`config.mk`:
```
export PLATFORM = sky130hd
export DESIGN_NAME = double_ended_queue
export DESIGN_NICKNAME = d
export VERILOG_FILES = /design/src/hdl/deq_pkg.sv /design/src/hdl/deq_ctrl.sv /design/src/hdl/deq_dp.sv /design/src/hdl/double_ended_queue.sv
export SDC_FILE = /design/constraint.sdc
export NUM_CORES = 2
export LEC_CHECK = 0
export BUFFER_PORTS_ARGS = -buffer_cell sky130_fd_sc_hd__buf_4
export CAP_MARGIN = 5
export CORE_ASPECT_RATIO = 1.2
export CORE_UTILIZATION = 50
export CTS_CLUSTER_DIAMETER = 200
export DETAILED_ROUTE_END_ITERATION = 16
export GPL_ROUTABILITY_DRIVEN = 1
export PLACE_DENSITY_LB_ADDON = 0.15
export SLEW_MARGIN = 25
export SYNTH_ARGS = -nofsm -noshare
export SYNTH_HDL_FRONTEND = slang
export SYNTH_SLANG_ARGS = --single-unit
```
`constraint.sdc`:
```
create_clock -name clk -period 7.4 [get_ports clk]
set_input_delay 0 -clock clk [delete_from_list [all_inputs] [get_ports clk]]
set_output_delay 0 -clock clk [all_outputs]
set_load 0.01 [all_outputs]
```
`src/hdl/deq_pkg.sv`:
```
package deq_pkg;

  localparam int DEPTH  = 64;
  localparam int ADDR_W = $clog2(DEPTH);
  localparam int CNT_W  = $clog2(DEPTH + 1);
  localparam int DATA_W = 32;

  localparam logic [CNT_W-1:0]  DEPTH_CNT  = CNT_W'(DEPTH);
  localparam logic [CNT_W:0]    DEPTH_SUM  = (CNT_W + 1)'(DEPTH);
  localparam logic [ADDR_W-1:0] LAST_SLOT  = ADDR_W'(DEPTH - 1);

  localparam logic [2:0] CMD_PUSH_REAR  = 3'd0;
  localparam logic [2:0] CMD_PUSH_FRONT = 3'd1;
  localparam logic [2:0] CMD_POP_REAR   = 3'd2;
  localparam logic [2:0] CMD_POP_FRONT  = 3'd3;
  localparam logic [2:0] CMD_DUMP       = 3'd4;

  localparam logic [1:0] ST_PUSHED = 2'd0;
  localparam logic [1:0] ST_FULL   = 2'd1;
  localparam logic [1:0] ST_EMPTY  = 2'd2;
  localparam logic [1:0] ST_DATA   = 2'd3;

  typedef struct packed {
    logic [2:0]               command;
    logic signed [DATA_W-1:0] value;
  } in_payload_t;

  typedef struct packed {
    logic [1:0]               status;
    logic signed [DATA_W-1:0] data;
    logic                     last;
  } out_payload_t;

  typedef enum logic [0:0] {
    S_IDLE,
    S_EXEC
  } state_t;

  typedef struct packed {
    logic       take;
    logic       emit;
    logic [1:0] emit_status;
    logic       emit_last;
    logic       upd;
    logic       dump_adv;
  } ctl_t;

  typedef struct packed {
    logic [2:0] cmd;
    logic       empty;
    logic       full;
    logic       dump_last;
    logic       out_free;
  } sts_t;

  function automatic logic [ADDR_W-1:0] wrap_slot(input logic [CNT_W:0] a);
    logic [CNT_W:0] r;
    r = (a >= DEPTH_SUM) ? (a - DEPTH_SUM) : a;
    return r[ADDR_W-1:0];
  endfunction

endpackage

```
`src/hdl/deq_ctrl.sv`:
```
module deq_ctrl
  import deq_pkg::*;
(
  input  logic       clk,
  input  logic       rst_n,
  input  logic       in_valid,
  input  logic [2:0] in_cmd,
  output logic       in_ready,
  input  sts_t       sts,
  output ctl_t       ctl
);

  state_t state_r;
  state_t state_nxt;

  always_ff @(posedge clk) begin
    if (!rst_n) begin
      state_r <= S_IDLE;
    end else begin
      state_r <= state_nxt;
    end
  end

  always_comb begin
    state_nxt = state_r;
    case (state_r)
      S_IDLE: begin
        if (in_valid && (in_cmd <= CMD_DUMP)) begin
          state_nxt = S_EXEC;
        end
      end
      S_EXEC: begin
        if (sts.out_free) begin
          if (sts.cmd != CMD_DUMP || sts.empty || sts.dump_last) begin
            state_nxt = S_IDLE;
          end
        end
      end
      default: state_nxt = S_IDLE;
    endcase
  end

  always_comb begin
    in_ready        = 1'b0;
    ctl             = '0;
    ctl.emit_status = ST_PUSHED;
    ctl.emit_last   = 1'b1;
    case (state_r)
      S_IDLE: begin
        in_ready = 1'b1;
        ctl.take = in_valid;
      end
      S_EXEC: begin
        if (sts.out_free) begin
          case (sts.cmd)
            CMD_PUSH_REAR, CMD_PUSH_FRONT: begin
              ctl.emit        = 1'b1;
              ctl.emit_status = sts.full ? ST_FULL : ST_PUSHED;
              ctl.upd         = !sts.full;
            end
            CMD_POP_REAR, CMD_POP_FRONT: begin
              ctl.emit        = 1'b1;
              ctl.emit_status = sts.empty ? ST_EMPTY : ST_DATA;
              ctl.upd         = !sts.empty;
            end
            CMD_DUMP: begin
              ctl.emit = 1'b1;
              if (sts.empty) begin
                ctl.emit_status = ST_EMPTY;
              end else begin
                ctl.emit_status = ST_DATA;
                ctl.emit_last   = sts.dump_last;
                ctl.dump_adv    = !sts.dump_last;
              end
            end
            default: ctl.emit = 1'b0;
          endcase
        end
      end
      default: ctl = '0;
    endcase
  end

endmodule

```
`src/hdl/deq_dp.sv`:
```
module deq_dp
  import deq_pkg::*;
(
  input  logic         clk,
  input  logic         rst_n,
  input  in_payload_t  in_data,
  input  ctl_t         ctl,
  output sts_t         sts,
  output logic         out_valid,
  input  logic         out_ready,
  output out_payload_t out_data
);

  logic [DATA_W-1:0] mem [DEPTH];

  logic [2:0]               cmd_r;
  logic signed [DATA_W-1:0] value_r;
  logic [ADDR_W-1:0]        front_r;
  logic [CNT_W-1:0]         occ_r;
  logic [CNT_W-1:0]         idx_r;
  logic [DATA_W-1:0]        rd_q_r;
  logic                     out_valid_r;
  out_payload_t             out_r;

  logic [CNT_W-1:0]  rd_off;
  logic [ADDR_W-1:0] rd_addr;
  logic              rd_en;
  logic [ADDR_W-1:0] front_dec;
  logic [ADDR_W-1:0] front_inc;
  logic [ADDR_W-1:0] rear_slot;
  logic [ADDR_W-1:0] wr_addr;
  logic              wr_en;
  logic [CNT_W-1:0]  idx_inc;

  assign idx_inc   = idx_r + CNT_W'(1);
  assign front_dec = (front_r == '0) ? LAST_SLOT : front_r - ADDR_W'(1);
  assign front_inc = wrap_slot({1'b0, CNT_W'(front_r)} + (CNT_W + 1)'(1));
  assign rear_slot = wrap_slot({1'b0, CNT_W'(front_r)} + {1'b0, occ_r});

  always_comb begin
    if (ctl.dump_adv) begin
      rd_off = idx_inc;
    end else if (in_data.command == CMD_POP_REAR) begin
      rd_off = occ_r - CNT_W'(1);
    end else begin
      rd_off = '0;
    end
  end

  assign rd_addr = wrap_slot({1'b0, CNT_W'(front_r)} + {1'b0, rd_off});
  assign rd_en   = ctl.take || ctl.dump_adv;

  assign wr_en   = ctl.upd && (cmd_r == CMD_PUSH_REAR || cmd_r == CMD_PUSH_FRONT);
  assign wr_addr = (cmd_r == CMD_PUSH_FRONT) ? front_dec : rear_slot;

  always_ff @(posedge clk) begin
    if (wr_en) begin
      mem[wr_addr] <= value_r;
    end
  end

  always_ff @(posedge clk) begin
    if (rd_en) begin
      rd_q_r <= mem[rd_addr];
    end
  end

  always_ff @(posedge clk) begin
    if (ctl.take) begin
      cmd_r   <= in_data.command;
      value_r <= in_data.value;
      idx_r   <= '0;
    end else if (ctl.dump_adv) begin
      idx_r <= idx_inc;
    end
  end

  always_ff @(posedge clk) begin
    if (!rst_n) begin
      front_r <= '0;
      occ_r   <= '0;
    end else if (ctl.upd) begin
      case (cmd_r)
        CMD_PUSH_REAR: occ_r <= occ_r + CNT_W'(1);
        CMD_PUSH_FRONT: begin
          front_r <= front_dec;
          occ_r   <= occ_r + CNT_W'(1);
        end
        CMD_POP_REAR: occ_r <= occ_r - CNT_W'(1);
        CMD_POP_FRONT: begin
          front_r <= front_inc;
          occ_r   <= occ_r - CNT_W'(1);
        end
        default: occ_r <= occ_r;
      endcase
    end
  end

  always_ff @(posedge clk) begin
    if (!rst_n) begin
      out_valid_r <= 1'b0;
    end else if (ctl.emit) begin
      out_valid_r <= 1'b1;
    end else if (out_ready) begin
      out_valid_r <= 1'b0;
    end
  end

  always_ff @(posedge clk) begin
    if (ctl.emit) begin
      out_r.status <= ctl.emit_status;
      out_r.data   <= (ctl.emit_status == ST_DATA) ? rd_q_r : '0;
      out_r.last   <= ctl.emit_last;
    end
  end

  assign sts.cmd       = cmd_r;
  assign sts.empty     = (occ_r == '0);
  assign sts.full      = (occ_r == DEPTH_CNT);
  assign sts.dump_last = (idx_inc == occ_r);
  assign sts.out_free  = !out_valid_r || out_ready;

  assign out_valid = out_valid_r;
  assign out_data  = out_r;

  a_occ_bound: assert property (@(posedge clk) disable iff (!rst_n) occ_r <= DEPTH_CNT)
    else $error("occupancy above depth");

  a_front_bound: assert property (@(posedge clk) disable iff (!rst_n)
    front_r <= LAST_SLOT)
    else $error("front pointer out of range");

  a_emit_free: assert property (@(posedge clk) disable iff (!rst_n)
    ctl.emit |-> sts.out_free)
    else $error("result loaded over a pending transfer");

  a_push_room: assert property (@(posedge clk) disable iff (!rst_n)
    wr_en |-> !sts.full)
    else $error("write into a full store");

  a_dump_range: assert property (@(posedge clk) disable iff (!rst_n)
    ctl.dump_adv |-> (idx_inc < occ_r))
    else $error("dump ran past the rear");

endmodule

```
`src/hdl/double_ended_queue.sv`:
```
// Channel   Ports                          Payload
// input     in_valid / in_ready            in_data  : command, value
// result    out_valid / out_ready          out_data : status, data, last
//
// A push or a pop is accepted together with its memory read, then its result is
// loaded once the output register is free; the store has a registered read.
// A dump delivers one entry per cycle while the result channel does not stall.
// rst_n is synchronous; the store needs no clearing and the block is ready
// right after reset. A stalled result holds in the output register while the
// next transfer on the input side is still accepted.
module double_ended_queue
  import deq_pkg::*;
(
  input  logic         clk,
  input  logic         rst_n,
  input  logic         in_valid,
  output logic         in_ready,
  input  in_payload_t  in_data,
  output logic         out_valid,
  input  logic         out_ready,
  output out_payload_t out_data
);

  ctl_t ctl;
  sts_t sts;

  deq_ctrl u_ctrl (
    .clk      (clk),
    .rst_n    (rst_n),
    .in_valid (in_valid),
    .in_cmd   (in_data.command),
    .in_ready (in_ready),
    .sts      (sts),
    .ctl      (ctl)
  );

  deq_dp u_dp (
    .clk       (clk),
    .rst_n     (rst_n),
    .in_data   (in_data),
    .ctl       (ctl),
    .sts       (sts),
    .out_valid (out_valid),
    .out_ready (out_ready),
    .out_data  (out_data)
  );

endmodule

```
==> impl_metrics.toml <==
[status]
status = "finished clean"

[timing]
worst_pin_slew_ns = 1.181
worst_clock_skew_ns = 0.02385
relSlewSlack_pct = 20.75
drv_slew = 0
hold_violations = 0
min_period_ns = 6.104
setup_viol = 0
fmax_ghz = 0.1638
finalSetupTns_ns = 0
rsz0062_at_grt = "no"
fin_crit_sh_pct = 82.49

[synth]
avgSynthCellArea_sq_um = 21.20
synth_common_cells = "edfxtp_1 (2,150), mux4_2 (575), nand2_1 (369), clkbuf_1 (119), nor2_1 (95)"
syn_inst = 4024
ys_ff_latch = 2172
synth-main-ff-cell = "edfxtp_1"
syn_nets = 4082
synth_area_leaders = "edfxtp_1 (76%), mux4_2 (15%), nand2_1 (1.6%)"
synth_seq_area_share_pct = 76.19
synth.distinct_cells = 63
synth_edf_count = 2150
synth_top_area_cell = "edfxtp_1"
yosys_warnings = 0
async_flop_share_pct = 0
synth_most_common_cell = "edfxtp_1"
syn_area_sq_um = 85320
synthDominantCellAreaShare_pct = 75.67

[setup_path]
criticalPathCategory = "flip-flop to flip-flop"
max_stage_delay_ns = 1.27
worstSetupStartpointType = "flip-flop"
path_max_fanout = 26
arrival_ns = 6.66
crit_slowest_cell = "fa_4"
worstRegToRegCells = 18
worst-path-buf-inv = 3
critPathTopFamily = "adder cells"
end_kind = "flip-flop"
required_ns = 7.96
regToRegSetupSlack_ns = 1.30
reg2reg_from = "u_dp.occ_r[0]"
timing.rr.end = "u_dp.rd_q_r[15]"
critPathMostFrequentCell = "nand2_1"
critical_path.cell_chain = "inv_1 > ha_1 > nand3_1 > nor2_1 > or2_2 > or3_4 > nand2_1 > o22ai_1 > ha_4 > fa_4 > buf_12 > buf_4 > mux4_2 > nand2_1 > nand2_1 > o21ai_0 > mux2_2 > a221oi_2"

[clocking]
cts_resized = 0
cts.sinks = 2172
clockRootBuffer = "clkbuf_16"
insertion_delay_ns = 0.84
cts.reportedPaths.clkPinSlew_ns = 0.06
numCtsBuffers = 204
post_cts_buffers = 0
htreeDepth = 4
cts_tree = "built"
cts_buffer_depth = 3

[grt]
antenna_found_initial = 11
grt_overflow = 0
grt_pass1_wl_mm = 309.0
grt_pass1_vias = 41840
grt_max_degree = 107
grt.total_usage_pct = 25.89

[worst_hold_path]
hold_start = "in_data[34]"
hold_path_class = "input port to flip-flop"
min_delay_worst_endpoint = "u_ctrl.state_r"
hold-path-cell-count = 5

[floorplanning]
ios = 76
coreArea_sq_um = 168900
die_h_um = 454.5
dieArea_sq_um = 172300
die_width_um = 379.1
initial_core_util_pct = 50.52
rows = 165

[routing]
antenna_left = 0
via_per_inst = 6.163
drt_iter0_markers = 4864
first_pass_iters = 6
route.detailed.drc = 0
num_vias = 41580
wl_per_cell_um = 32.56
routed_wl_mm = 219.7

[power_and_ir_drop]
vdd_ir_drop_max_mv = 0.2802
p_per_area_nw_per_um2 = 259.9
leakage_nw = 30.12
power_mw = 25.24

[placement]
dp_hpwl_mm = 121.3
portBuffers = 75
finalWeightedCongestion = 0.8059

[layout]
syn_to_final_growth_pct = 13.82
drive_above_1_share_pct = 28.88
nNetsFinal = 4387

[flow_run]
cap_violations = 0
report_power, final:
| part | internal [mW] | switching (mW) |
|---|---|---|
| Sequential | 13.6 | 0.0356 |
| Clock | 5.52 | 4.44 |
| Combinational | 0.660 | 0.992 |
| Total | 19.8 | 5.46 |
logic make-up after synthesis:
family	share of synthesized area, %
xor gates and xnor gates	0.4003
buffers and inverters	1.201
muxes	16.65
AOI/OAI and AO/OA	2.082
DFF	76.19
and+or+nand+nor	3.182
adders and majority gates	0.2962
repair_timing:
| item | in CTS | in global routing |
|---|---|---|
| endpoints found under the hold margin | 113 | 0 |
| hold buffers | 75 | 0 |
| setup endpoints to repair | 0 | 0 |
per-stage QoR:
| step | instance area (sq um) | utilization, % | std cells | setup slack (ns) | hold WS, ns |
|---|---|---|---|---|---|
| final | 97110 | 57.50 | 6747 | 1.296 | 0.2126 |
| after global routing | 97090 | 57.49 | 6742 | 1.117 | 0.2000 |
| after CTS | 97090 | 57.49 | 6741 | 1.290 | 0.1451 |
| after detailed placement | 90080 | 53.34 | 6302 | 1.322 | 0.1799 |
| after global placement | 89860 | 53.21 | 6293 | 1.429 | 0.1789 |
| after floorplan | 85320 | - | 4024 | 2.052 | 0.09887 |
worst min-delay path, cell delays in order:
cell and delay [ns]:
dlygate4sd3_1 0.52, buf_4 0.12, o21ai_0 0.11, a22oi_1 0.16
nor2b_1 0.07
per-layer routing:
| metal | track usage [%] | share of wire, % |
|---|---|---|
| met1 | 34.53 | 39 |
| met2 | 42.56 | 50 |
| met3 | 4.967 | 7.0 |
| met4 | 9.539 | 3.8 |
| met5 | 0 | 0.013 |
area by class of cell:
class	instances	area, sq um
diodes	6	15.01
well taps	2254	2820
clock buffers	248	5416
flip-flops and latches	2172	65000
fillers	12430	71770
inverters	9	33.78
clock inverters	116	839.6
multi-input cells	1614	19870
repair buffers	328	3108
sequential cells by signal (all words and copies together) (netlist names):
signal	cells
u_ctrl.state_r	1
u_dp.cmd_r	3
u_dp.front_r	6
u_dp.idx_r	7
u_dp.mem	2048
u_dp.occ_r	7
u_dp.out_data	35
u_dp.out_valid	1
u_dp.rd_q_r	32
u_dp.value_r	32
cells in the final DEF, fill, tap and decap left out, drive strengths merged, types with 10 or more instances in the layout:
master / count
edfxtp: 2150
nor2: 95
mux4: 575
o21ai: 85
clkinv: 95
dfxtp: 22
dlygate4sd3: 75
mux2: 95
clkbuf: 248
a221oi: 31
bufinv: 10
buf: 253
xnor2: 23
o22ai: 67
inv: 12
a21oi: 23
and2: 46
nor3: 10
nand3: 77
xor2: 16
nand2: 370
ha: 17
how the worst max path moves through the flow:
stage	slack, ns	end	cells past startpoint	start
after detailed placement	1.32	u_dp.rd_q_r[15]	18	u_dp.occ_r[0]
final	1.30	u_dp.rd_q_r[15]	18	u_dp.occ_r[0]
after CTS	1.29	u_dp.rd_q_r[15]	18	u_dp.occ_r[0]
after global routing	1.12	u_dp.rd_q_r[15]	17	u_dp.idx_r[0]
after global placement	1.43	u_dp.rd_q_r[15]	17	u_dp.idx_r[0]
after floorplan	2.05	u_dp.rd_q_r[30]	18	u_dp.idx_r[0]
Power figures use the tool's default switching activity.
